`src/bmtu_pkg.sv`:
```
// ----------------------------------------------------------------------------
// bmtu_pkg
// Shared types, request codes and the 2x2-to-4x4 template table for the
// binary mask template upscaler.
// ----------------------------------------------------------------------------
package bmtu_pkg;

    localparam logic REQ_WRITE = 1'b0;
    localparam logic REQ_BLOCK = 1'b1;

    localparam logic [7:0] PIX_CLEAR = 8'h00;
    localparam logic [7:0] PIX_SET   = 8'hFF;

    typedef struct packed {
        logic       req_type;
        logic [6:0] pos_x;
        logic [6:0] pos_y;
        logic [7:0] pixel_value;
    } t_in;

    typedef struct packed {
        logic [6:0]  block_x;
        logic [6:0]  block_y;
        logic [31:0] row0;
        logic [31:0] row1;
        logic [31:0] row2;
        logic [31:0] row3;
        logic        bad_corner;
    } t_out;

    // controller to datapath
    typedef struct packed {
        logic clear_step;
        logic wr_en;
        logic rd_en;
        logic out_load;
    } t_cmd;

    // datapath to controller
    typedef struct packed {
        logic clear_last;
        logic out_valid;
    } t_sts;

    // rows packed top to bottom: row0 in [127:96], row3 in [31:0]
    function automatic logic [127:0] tmpl_rows(input logic [3:0] key);
        logic [127:0] rows;
        unique case (key)
            4'h0: rows = {32'h00000000, 32'h00000000, 32'h00000000, 32'h00000000};
            4'h1: rows = {32'h00000000, 32'h00000000, 32'h80000000, 32'hFF800000};
            4'h2: rows = {32'h00000000, 32'h00000000, 32'h00000080, 32'h000080FF};
            4'h3: rows = {32'h00000000, 32'h00000000, 32'hFFFFFFFF, 32'hFFFFFFFF};
            4'h4: rows = {32'hFF800000, 32'h80000000, 32'h00000000, 32'h00000000};
            4'h5: rows = {32'hFFFF0000, 32'hFFFF0000, 32'hFFFF0000, 32'hFFFF0000};
            4'h6: rows = {32'hFF800000, 32'h80000000, 32'h00000080, 32'h000080FF};
            4'h7: rows = {32'hFFFF8000, 32'hFFFFFF80, 32'hFFFFFFFF, 32'hFFFFFFFF};
            4'h8: rows = {32'h000080FF, 32'h00000080, 32'h00000000, 32'h00000000};
            4'h9: rows = {32'h000080FF, 32'h00000080, 32'h80000000, 32'hFF800000};
            4'hA: rows = {32'h0000FFFF, 32'h0000FFFF, 32'h0000FFFF, 32'h0000FFFF};
            4'hB: rows = {32'h0080FFFF, 32'h80FFFFFF, 32'hFFFFFFFF, 32'hFFFFFFFF};
            4'hC: rows = {32'hFFFFFFFF, 32'hFFFFFFFF, 32'h00000000, 32'h00000000};
            4'hD: rows = {32'hFFFFFFFF, 32'hFFFFFFFF, 32'hFFFFFF80, 32'hFFFF8000};
            4'hE: rows = {32'hFFFFFFFF, 32'hFFFFFFFF, 32'h80FFFFFF, 32'h0080FFFF};
            4'hF: rows = {32'hFFFFFFFF, 32'hFFFFFFFF, 32'hFFFFFFFF, 32'hFFFFFFFF};
        endcase
        return rows;
    endfunction

endpackage

```
`src/bmtu_ctrl.sv`:
```
// ----------------------------------------------------------------------------
// bmtu_ctrl
// Controller: clearing pass after reset, request acceptance and the
// lookup/output step of block requests.
// ----------------------------------------------------------------------------
module bmtu_ctrl (
    input  logic            i_clk,
    input  logic            i_rst_n,
    input  logic            i_valid,
    input  logic            i_req_type,
    input  logic            i_out_ready,
    input  bmtu_pkg::t_sts  i_sts,
    output logic            o_in_ready,
    output bmtu_pkg::t_cmd  o_cmd
);

    typedef enum logic [1:0] {
        S_CLEAR,
        S_IDLE,
        S_LOOKUP
    } t_state;

    t_state r_state, n_state;
    logic   r_in_ready;
    logic   w_accept;

    assign w_accept = i_valid && r_in_ready;

    always_comb begin
        o_cmd            = '0;
        o_cmd.clear_step = (r_state == S_CLEAR);
        o_cmd.wr_en      = w_accept && (i_req_type == bmtu_pkg::REQ_WRITE);
        o_cmd.rd_en      = w_accept && (i_req_type == bmtu_pkg::REQ_BLOCK);
        o_cmd.out_load   = (r_state == S_LOOKUP) && (!i_sts.out_valid || i_out_ready);
    end

    always_comb begin
        n_state = r_state;
        unique case (r_state)
            S_CLEAR: begin
                if (i_sts.clear_last) n_state = S_IDLE;
            end
            S_IDLE: begin
                if (o_cmd.rd_en) n_state = S_LOOKUP;
            end
            S_LOOKUP: begin
                if (o_cmd.out_load) n_state = S_IDLE;
            end
            default: n_state = S_CLEAR;
        endcase
    end

    always_ff @(posedge i_clk) begin
        if (!i_rst_n) begin
            r_state    <= S_CLEAR;
            r_in_ready <= 1'b0;
        end else begin
            r_state    <= n_state;
            r_in_ready <= (n_state == S_IDLE);
        end
    end

    assign o_in_ready = r_in_ready;

    a_clear_excl: assert property (@(posedge i_clk) disable iff (!i_rst_n)
        o_cmd.clear_step |-> !(o_cmd.wr_en || o_cmd.rd_en))
        else $error("request taken during clearing pass");

    a_block_holds: assert property (@(posedge i_clk) disable iff (!i_rst_n)
        o_cmd.rd_en |=> !o_in_ready && (r_state == S_LOOKUP))
        else $error("block request did not enter lookup");

endmodule

```
`config.mk`:
```
export PLATFORM = sky130hd
export DESIGN_NAME = bmtu_ctrl
export DESIGN_NICKNAME = d
export VERILOG_FILES = /design/src/bmtu_pkg.sv /design/src/bmtu_ctrl.sv
export SDC_FILE = /design/constraint.sdc
export NUM_CORES = 1
export LEC_CHECK = 0
export ABC_CLOCK_PERIOD_IN_PS = 1700
export BUFFER_PORTS_ARGS = -buffer_cell sky130_fd_sc_hd__buf_2
export CAP_MARGIN = 10
export CORE_AREA = 2 2 39 41
export CTS_BUF_LIST = sky130_fd_sc_hd__clkbuf_2
export DETAILED_ROUTE_END_ITERATION = 7
export DIE_AREA = 0 0 41 43
export PLACE_DENSITY_LB_ADDON = 0.12
export RECOVER_POWER = 100
export SETUP_SLACK_MARGIN = 0.3
export SYNTH_ARGS = -nofsm -noshare
export SYNTH_HDL_FRONTEND = slang
export SYNTH_SLANG_ARGS = --single-unit
```
`constraint.sdc`:
```
create_clock -name i_clk -period 1.7 [get_ports i_clk]
set_clock_uncertainty 0.15 [all_clocks]
set_input_delay 0.085 -clock i_clk [delete_from_list [all_inputs] [get_ports i_clk]]
set_output_delay 0.085 -clock i_clk [all_outputs]
set_load 0.005 [all_outputs]
```
==> results of run 1 <==
==> area by class of cell <==
cell class / instances / share of cell area [%]
Multi-Input combinational cell: 14 / 35.6
Timing Repair Buffer: 12 / 24.8
Sequential cell: 3 / 23.8
Clock buffer: 4 / 7.92
Tap cell: 16 / 7.92
==> Yosys cell counts, drive strengths merged <==
cell | number | area (um^2)
dfxtp | 3 | 60.1
and3 | 1 | 6.26
and3b | 1 | 10.0
a22o | 2 | 20.0
nand4 | 1 | 6.26
nor3b | 2 | 25.0
nor2 | 4 | 15.0
nor2b | 1 | 6.26
nand2 | 1 | 3.75
o21a | 1 | 7.51
==> registers in the layout, indices dropped and copies added (netlist names) <==
name / count
o_in_ready: 1
r_state: 2
==> power breakdown <==
part / internal, mW / switching (mW)
Combinational: 0.0169 / 0.0116
Clock: 0.0620 / 0.0370
Sequential: 0.0750 / 0.00433
Total: 0.154 / 0.0529
==> per-stage QoR <==
| step | cells | setup slack, ns | total power, mW | area (um^2) |
|---|---|---|---|---|
| 2_1_floorplan | 17 | 0.700 | 0.0929 | 160 |
| 3_3_place_gp | 44 | 0.654 | 0.109 | 235 |
| 3_5_place_dp | 44 | 0.657 | 0.109 | 235 |
| 4_1_cts | 49 | 0.450 | 0.216 | 265 |
| 5_1_grt | 49 | 0.244 | 0.229 | 253 |
| 6_report | 49 | 0.358 | 0.207 | 253 |
==> logic make-up after synthesis <==
logic type / share of synthesized area [%]
DFF: 37.5
and+or+nand+nor: 45.3
AOI/OAI and AO/OA: 17.2
==> final timing paths <==
check	start	to	cells after the start
worst max-delay path	r_state[1]	o_cmd[0]	2
worst min-delay path	i_req_type	o_in_ready	3
worst max register to register	r_state[1]	r_state[0]	2
worst min register to register	r_state[1]	r_state[1]	2
==> critical path: cells and delay by family, from the launching register on <==
family                 cells  cell delay, ns
AND/OR/NAND/NOR            1            0.34
flip-flops                 1            0.38
buffers and inverters      1            0.18
==> per-layer routing <==
| metal | global-route usage (%) | wire length (um) | vias up |
|---|---|---|---|
| met1 | 6.39 | 178 | 87 |
| met2 | 8.44 | 208 | 8 |
| met3 | 5.24 | 32 | 2 |
| met5 | 0 | 0 | - |
| li1 | - | - | 93 |
| met4 | 12.0 | 14 | 0 |
==> metrics.md, run 1 <==
| Metric | Value |
|---|---|
| Total nets after synthesis | 24 |
| DRT antenna net count | 0 |
| Yosys warns | 0 |
| Core box area | 1380 um^2 |
| # DRC | 0 |
| Die Wd | 41 um |
| Number of gates resized after CTS | 0 |
| Max-slew violations | 0 |
| Initial antenna violation count | 0 |
| First-pass GRT wire length | 752 um |
| Total global-route track usage | 7.52% |
| Leak | 0.130 nW |
| Post-Route Utilization | 18.3% |
| Hold buffer count at CTS | 1 |
| Synth cell types | 10 |
| Post-synthesis cell area | 160 um^2 |
| IO Count | 12 |
| Wire per inst | 8.88 um |
| CTS tree | built |
| Avg Cell Area, Syn | between 9 and 10 um^2 |
| Kind of end point of the critical path | output port |
| RSZ-0062 raised after global routing | false |
| CTS Buffer Depth | 2 |
| Hold WS | roughly 0.14 ns |
| Max_cap viols | 0 |
| Critical Path AT | 1.11 ns |
| Largest net degree at the start of global routing | 6 |
| Clock Latency Late Sink | approximately 0.2 ns |
| Site Rows | 14 |
| Setup TNS | 0 ns |
| Die ar. | 1760 um^2 |
| Crit path kind | reg2out |
| Area Growth Syn to Fin | 57.8% |
| Slew headroom | roughly 77% |
| Post-Synthesis Cells | 17 |
| Register area | ~60 um^2 |
| GP Congestion | 0.669 |
| Final Net Count | 41 |
| Status | finished clean |
| Min Clock Period, post-route | 1.34 ns |
| Most frequent cells in the layout | buf_2 (8), clkbuf_2 (5), nor2_1 (4), dfxtp_1 (3) |
| DR vias | 190 |
| Commonest non-fill, non-tap cell in the layout | buf_2 |
| H-tree Lvls | 1 |
| Drt initial violations | 7 |
| Post-Route WL | 435 um |
| CP Cell Sequence | nor3b_1, buf_2 |
| Grt total ovfl | 0 |
| Vias in the first global route | 187 |
| Startpoint Class | flop |
| Clock Tree Root | clkbuf_2 |
| Crit Path Max Fanout | 5 |
| IO buf count | 11 |
| Layout cell share with drive strength beyond 1 | 48.5% |
| Setup-failing EPs final | 0 |
| #FFs+latches synth | 3 |
| FF-to-FF setup slack | 0.57 ns |
| Die H | between 40 and 50 um |
| ANT cells | 0 |
| CP required | 1.46 ns |
| Setup Buffers After CTS | 0 |
| Detailed Routing Iterations Pass 1 | 4 |
| Final Cycle Share | 78.9% |
| # fillers | 167 |
| Clock sink count | 3 |
| Total CTS buffers | 3 |
| Hold WC Path Type | in2reg |
| Worst-path clk slew | approximately 0.04 ns |
| Post-synthesis sequential area ratio | 37.5% |
| Slowest CP cell | dfxtp_1 |
| DP Wirelength | 348 um |
| Multi-input gate area | between 90 and 100 um^2 |
| Via density | 3.88 |
| Critical path's largest stage delay | 0.38 ns |
| Starting Density | between 10% and 20% |
| VDD IR max | 0.000148 V |
| Worst slew pin tran | between 0.3 and 0.4 ns |
| PD cells | 818 nW/um^2 |
| Final hold vios | 0 |
| Upper clock frequency limit | 745 MHz |
Note: power is estimated with default switching activity, not from simulation.
==> inputs of run 2 (changes only) <==
--- a/config.mk
+++ b/config.mk
@@ -5,7 +5,7 @@
 export SDC_FILE = /design/constraint.sdc
 export NUM_CORES = 1
 export LEC_CHECK = 0
-export ABC_CLOCK_PERIOD_IN_PS = 1700
+export ABC_CLOCK_PERIOD_IN_PS = 1250
 export BUFFER_PORTS_ARGS = -buffer_cell sky130_fd_sc_hd__buf_2
 export CAP_MARGIN = 10
 export CORE_AREA = 2 2 39 41
==> constraint.sdc (replaced) <==
create_clock -name i_clk -period 1.25 [get_ports i_clk]
set_clock_uncertainty 0.15 [all_clocks]
set_input_delay 0.0625 -clock i_clk [delete_from_list [all_inputs] [get_ports i_clk]]
set_output_delay 0.0625 -clock i_clk [all_outputs]
set_load 0.005 [all_outputs]
==> metrics.md, run 2 (synthesis results as in run 1) <==
| Metric | Value |
|---|---|
| Post-place setup slack | 0.248 ns (-0.409 ns) |
| Pwr Total | 0.291 mW (+41%) |
| Most frequent cells in the layout | buf_2 (9), clkbuf_2 (4), nor2_1 (3), clkbuf_1 (3) |
| Post-Route WL | 446 um (+2.5%) |
| Die ar. | 1760 um^2 (unchanged) |
| Reg power frac | 37.3% (-1.1 points) |
| Clock sink count | 3 (unchanged) |
| Largest net degree at the start of global routing | 6 (unchanged) |
| Reg2reg path depth | 3 (+1) |
| Gate power share | 15.2% (+1.4 points) |
| Via density | 3.94 (+1.6%) |
| CP Cell Sequence | nor3b_2, buf_2 |
| CP required | 1.04 ns (-0.42 ns) |
| GP Congestion | 0.682 (+1.9%) |
| Layout cell share with drive strength beyond 1 | 60.0% (+12 points) |
| DRT antenna net count | 0 (unchanged) |
| Commonest non-fill, non-tap cell in the layout | buf_2 |
| Site Rows | 14 (unchanged) |
| Final worst setup slack | 0.144 ns (-0.214 ns) |
| RSZ-0062 raised after global routing | true |
| Upper clock frequency limit | 904 MHz |
| Leak | 0.143 nW (+10%) |
| Final non-filler cell area | 288 um^2 (+14%) |
| WHS Path Cells | 3 (unchanged) |
| FF-to-FF setup slack | 0.16 ns (-0.41 ns) |
| Setup TNS | 0 ns (unchanged) |
| Wire per inst | 8.75 um (-1.5%) |
| Final Net Count | 43 (+4.9%) |
| Startpoint Class | flop |
| Switching part of the total | 26.8% (+1.2 points) |
| NetSw | 0.0779 mW (+47%) |
| Pint | 0.213 mW (+39%) |
| Global-route layer with the greatest usage | met2 |
| Hold WC Path Type | in2reg |
| Worst-path clk slew | 0.05 ns (about the same) |
| First-pass GRT wire length | 724 um (-3.7%) |
| Critical path's largest stage delay | 0.36 ns (-0.02 ns) |
| Hold WS | 0.101 ns (-0.0360 ns) |
| Slowest CP cell | dfxtp_1 |
| Starting Density | 11.6% (unchanged) |
| DR vias | 201 (+5.8%) |
| Total CTS buffers | 3 (unchanged) |
| Met2 Use GR | 8.44% (unchanged) |
| DP Cell Count | 44 (unchanged) |
| # DRC | 0 (unchanged) |
| VDD IR max | 0.000230 V (+56%) |
| Min Clock Period, post-route | 1.11 ns |
| Post-Route Utilization | 20.8% (+2.5 points) |
| Status | finished clean |
| Hold Path End | r_state[0] |
| Post-route insts no fill | 51 (+4.1%) |
| Die Wd | 41 um (unchanged) |
| RR Endpoint | r_state[0] |
| Core box area | 1380 um^2 (unchanged) |
| Kind of end point of the critical path | output port |
| Slew headroom | 85.8% (+8.5 points) |
| Setup-failing EPs final | 0 (unchanged) |
| Max_cap viols | 0 (unchanged) |
| Placed cell area | 249 um^2 (+5.9%) |
| Clk network pwr share | 47.6% (-0.3 points) |
| Top reg by flops | r_state |
| Final Cycle Share | around nine tenths |
| ANT cells | 0 (unchanged) |
| H-tree Lvls | 1 (unchanged) |
| Number of flip-flops in the largest register | 2 (unchanged) |
| IO buf count | 11 (unchanged) |
| Initial antenna violation count | 0 (unchanged) |
| Die H | 43 um (unchanged) |
| GR met3 Demand/Resource | 6.28% (+1.0 points) |
| Max-slew violations | 0 (unchanged) |
| IO Count | 12 (unchanged) |
| Detailed Routing Iterations Pass 1 | 1 (-3) |
| PD cells | 1010 nW/um^2 (+24%) |
| Total global-route track usage | 7.42% (-0.093 points) |
| Drt initial violations | 0 (-7) |
| DP Wirelength | 336 um (-3.4%) |
| Clock Latency Late Sink | 0.21 ns (about the same) |
| Worst slew pin tran | 0.213 ns (-0.128 ns) |
| Critical Path AT | 0.89 ns (-0.22 ns) |
| Hold Startpoint | i_req_type |
| Final hold vios | 0 (unchanged) |
| Clock Tree Root | clkbuf_2 |
| Worst reg2reg path startpoint | r_state[1] |
| Crit path kind | reg2out |
| Crit Path Max Fanout | 4 (-1) |
| CTS tree | built |
| Vias in the first global route | 186 (-0.53%) |
| GR Util met1 | 7.37% (+0.98 points) |
| CTS Buffer Depth | 2 (unchanged) |
| Grt total ovfl | 0 (unchanged) |
| Area Growth Syn to Fin | 79.7% |
## run 2: routing by layer
metal | share of wire [%] | vias to the layer above
li1 | - | 99
met1 | 43 | 91
met2 | 42 | 9
met3 | 12 | 2
met4 | 2.5 | 0
met5 | 0 | -
## run 2: worst max-delay path: cells and delay by family, from the launching register on
kind / cells / cell delay (ns)
buf+inv: 1 / 0.14
flops: 1 / 0.36
simple gates: 1 / 0.19
## run 2: what timing repair did
item	4_1_cts	5_1_grt
pin swaps	2	0
buffers inserted	2	0
setup endpoints to repair	7	7
hold buffers	1	0
gates resized for setup	2	1
cloned	0	0
endpoints found under the hold margin	3	0
## run 2: layout make-up
cell class	count	area (um^2)
clock buffer	4	20.0
fill	167	1100
multi-input combinational	14	110
sequential	3	63.8
tap	16	20.0
timing repair buffer	14	73.8
## run 2: power by group through the flow
| stage | Sequential [mW] | Combinational (mW) | Clock (mW) |
|---|---|---|---|
| final | 0.109 | 0.0442 | 0.139 |
| after global placement | 0.112 | 0.0401 | 0 |
| after floorplan | 0.110 | 0.0186 | 0 |
| after detailed placement | 0.112 | 0.0395 | 0 |
| after CTS | 0.108 | 0.0436 | 0.145 |
| after global routing | 0.109 | 0.0495 | 0.153 |
## run 2: how the worst max path moves through the flow
stage,startpoint,end
6_report,r_state[1],o_cmd[0]
3_3_place_gp,r_state[1],r_state[0]
5_1_grt,r_state[1],o_cmd[0]
2_1_floorplan,r_state[0],r_state[1]
3_5_place_dp,r_state[0],r_state[1]
4_1_cts,r_state[0],o_cmd[0]
==> inputs of run 3 (changes only) <==
--- a/config.mk
+++ b/config.mk
@@ -5,7 +5,7 @@
 export SDC_FILE = /design/constraint.sdc
 export NUM_CORES = 1
 export LEC_CHECK = 0
-export ABC_CLOCK_PERIOD_IN_PS = 1250
+export ABC_CLOCK_PERIOD_IN_PS = 1200
 export BUFFER_PORTS_ARGS = -buffer_cell sky130_fd_sc_hd__buf_2
 export CAP_MARGIN = 10
 export CORE_AREA = 2 2 39 41
==> constraint.sdc (replaced) <==
create_clock -name i_clk -period 1.2 [get_ports i_clk]
set_clock_uncertainty 0.15 [all_clocks]
set_input_delay 0.06 -clock i_clk [delete_from_list [all_inputs] [get_ports i_clk]]
set_output_delay 0.06 -clock i_clk [all_outputs]
set_load 0.005 [all_outputs]
==> metrics.md, run 3 (synthesis results as in run 1) <==
| Metric | Value |
|---|---|
| Number of flip-flops in the largest register | 2 (unchanged) |
| Top reg by flops | r_state |
| Commonest non-fill, non-tap cell in the layout | buf_2 |
| Leak | 0.136 nW (-5.2%) |
| Slowest CP cell | dfxtp_4 |
| Grt total ovfl | 0 (unchanged) |
| Placed cell area | 249 um^2 (unchanged) |
| Die H | 43 um (unchanged) |
| Clock Latency Late Sink | 0.21 ns (about the same) |
| Final Net Count | 42 (-2.3%) |
| Top cell family by delay on the critical path | flip-flops |
| Critical path's largest stage delay | 0.34 ns (-0.02 ns) |
| Max_cap viols | 0 (unchanged) |
| CP required | 1.15 ns (+0.11 ns) |
| H-tree Lvls | 1 (unchanged) |
| Worst slew pin tran | 0.247 ns (+0.0342 ns) |
| Total global-route track usage | 7.22% (-0.20 points) |
| PD cells | 1050 nW/um^2 (+3.7%) |
| Switching part of the total | 27.4% (+0.60 points) |
| DP Wirelength | 336 um (unchanged) |
| Die Wd | 41 um (unchanged) |
| Via density | 4.04 (+2.5%) |
| Most frequent cells in the layout | buf_2 (8), clkbuf_2 (4), clkbuf_1 (4), nor2_1 (3), dfxtp_4 (2) |
| RSZ-0062 raised after global routing | true |
| VDD IR max | 0.000239 V (+4.1%) |
| Final worst setup slack | 0.101 ns (-0.0432 ns) |
| Slew headroom | 83.5% (-2.2 points) |
| Hold WC Path Type | in2reg |
| Starting Density | 11.6% (unchanged) |
| CTS tree | built |
| Final Cycle Share | 91.6% |
| Critical Path AT | 1.05 ns (+0.16 ns) |
| Initial antenna violation count | 0 (unchanged) |
| NetSw | 0.0823 mW (+5.5%) |
| Detailed Routing Iterations Pass 1 | 1 (unchanged) |
| Final non-filler cell area | 287 um^2 (-0.43%) |
| Pint | 0.218 mW (+2.4%) |
| Post-Route WL | 432 um (-3.1%) |
| Drt initial violations | 0 (unchanged) |
| RR Endpoint | r_state[0] |
| Upper clock frequency limit | 910 MHz |
| FF-to-FF setup slack | 0.10 ns (-0.06 ns) |
| WHS Path Cells | 2 (-1) |
| Final hold vios | 3 (+3) |
| Core box area | 1380 um^2 (unchanged) |
| Largest net degree at the start of global routing | 6 (unchanged) |
| Die ar. | 1760 um^2 (unchanged) |
| Hold WS | -0.0351 ns (-0.136 ns) |
| Crit path kind | reg2reg |
| IO buf count | 11 (unchanged) |
| Clock sink count | 3 (unchanged) |
| Min Clock Period, post-route | 1.10 ns |
| Reg power frac | 37.3% (about the same) |
| Wire per inst | 8.64 um (-1.2%) |
| First-pass GRT wire length | 696 um (-3.9%) |
| Clk network pwr share | 47.9% (+0.3 points) |
| Vias in the first global route | 176 (-5.4%) |
| GP Congestion | 0.682 (unchanged) |
| DRT antenna net count | 0 (unchanged) |
| Buffer and inverter count on the worst path | 1 (unchanged) |
| CTS Buffer Depth | 2 (unchanged) |
| IO Count | 12 (unchanged) |
| CP Cell Sequence | nor3b_4, clkbuf_1, a22o_4 |
| Status | finished, violations left |
| Total CTS buffers | 3 (unchanged) |
| Area Growth Syn to Fin | 78.9% |
| Setup TNS | 0 ns (unchanged) |
| Kind of end point of the critical path | flop |
| Gate power share | 14.8% (-0.4 points) |
| Reg2reg path depth | 3 (unchanged) |
| # fillers | 165 (-1.2%) |
| Post-place setup slack | 0.198 ns (-0.0500 ns) |
| Worst-path clk slew | 0.05 ns (about the same) |
| Site Rows | 14 (unchanged) |
| Failing checks | hold timing |
| Crit Path Max Fanout | 4 (unchanged) |
| Clock Tree Root | clkbuf_2 |
| Startpoint Class | flop |
| Setup-failing EPs final | 0 (unchanged) |
| Hold Startpoint | i_rst_n |
| Hold Path End | r_state[1] |
| # DRC | 0 (unchanged) |
| DR vias | 202 (+0.50%) |
| ANT cells | 0 (unchanged) |
| Layout cell share with drive strength beyond 1 | 61.8% (+1.8 points) |
| Worst reg2reg path startpoint | r_state[1] |
| Max-slew violations | 0 (unchanged) |
| Pwr Total | 0.301 mW (+3.2%) |
-- run 3: through the flow --
stage | instances | util, % | hold WS (ns)
3_5_place_dp | 44 | 18.0 | 0.167
3_3_place_gp | 44 | 18.0 | 0.171
4_1_cts | 50 | 20.8 | -0.0466
2_1_floorplan | 17 | - | 0.00110
6_report | 50 | 20.7 | -0.0351
5_1_grt | 50 | 20.7 | -0.0372
-- run 3: worst max-delay path by stage --
| stage | start | to | slack [ns] | cells past startpoint |
|---|---|---|---|---|
| 6_report | r_state[1] | r_state[0] | 0.10 | 3 |
| 5_1_grt | r_state[0] | o_cmd[0] | 0.02 | 2 |
| 4_1_cts | r_state[0] | o_cmd[0] | 0.09 | 2 |
| 3_5_place_dp | r_state[0] | r_state[1] | 0.20 | 2 |
| 3_3_place_gp | r_state[1] | r_state[0] | 0.20 | 2 |
| 2_1_floorplan | r_state[0] | r_state[1] | 0.23 | 2 |
-- run 3: timing repair --
item / CTS / global route
resized for setup: 2 / 1
buffers inserted: 2 / 0
pin swaps: 2 / 0
hold endpoints to repair: 3 / 3
cloned: 0 / 0
endpoints found under the setup margin: 8 / 7
-- run 3: layout make-up --
type | instances | area [um^2] | share of cell area [%]
clock buffers | 4 | 20.0 | 6.99
multi-input cells | 14 | 116 | 40.6
flip-flops and latches | 3 | 67.6 | 23.6
well taps | 16 | 20.0 | 6.99
repair buffers | 13 | 62.6 | 21.8
-- run 3: routing by layer --
layer | GRT usage (%) | wire, um | vias to the layer above
met5 | 0 | 0 | -
met4 | 8.00 | 11 | 0
met2 | 8.13 | 181 | 9
met1 | 7.05 | 183 | 93
li1 | - | - | 98
met3 | 6.28 | 55 | 2
-- run 3: power groups by stage --
stage	registers (mW)	clock network [mW]	logic, mW
floorplan	0.115	0	0.0194
global placement	0.116	0	0.0418
detailed placement	0.117	0	0.0412
CTS	0.113	0.151	0.0430
global route	0.113	0.159	0.0498
finish	0.112	0.144	0.0445
-- run 3: worst register-to-register path: stages, from the launching register on --
cell      delay [ns]
dfxtp_4         0.34
nor3b_4         0.14
clkbuf_1        0.13
a22o_4          0.24
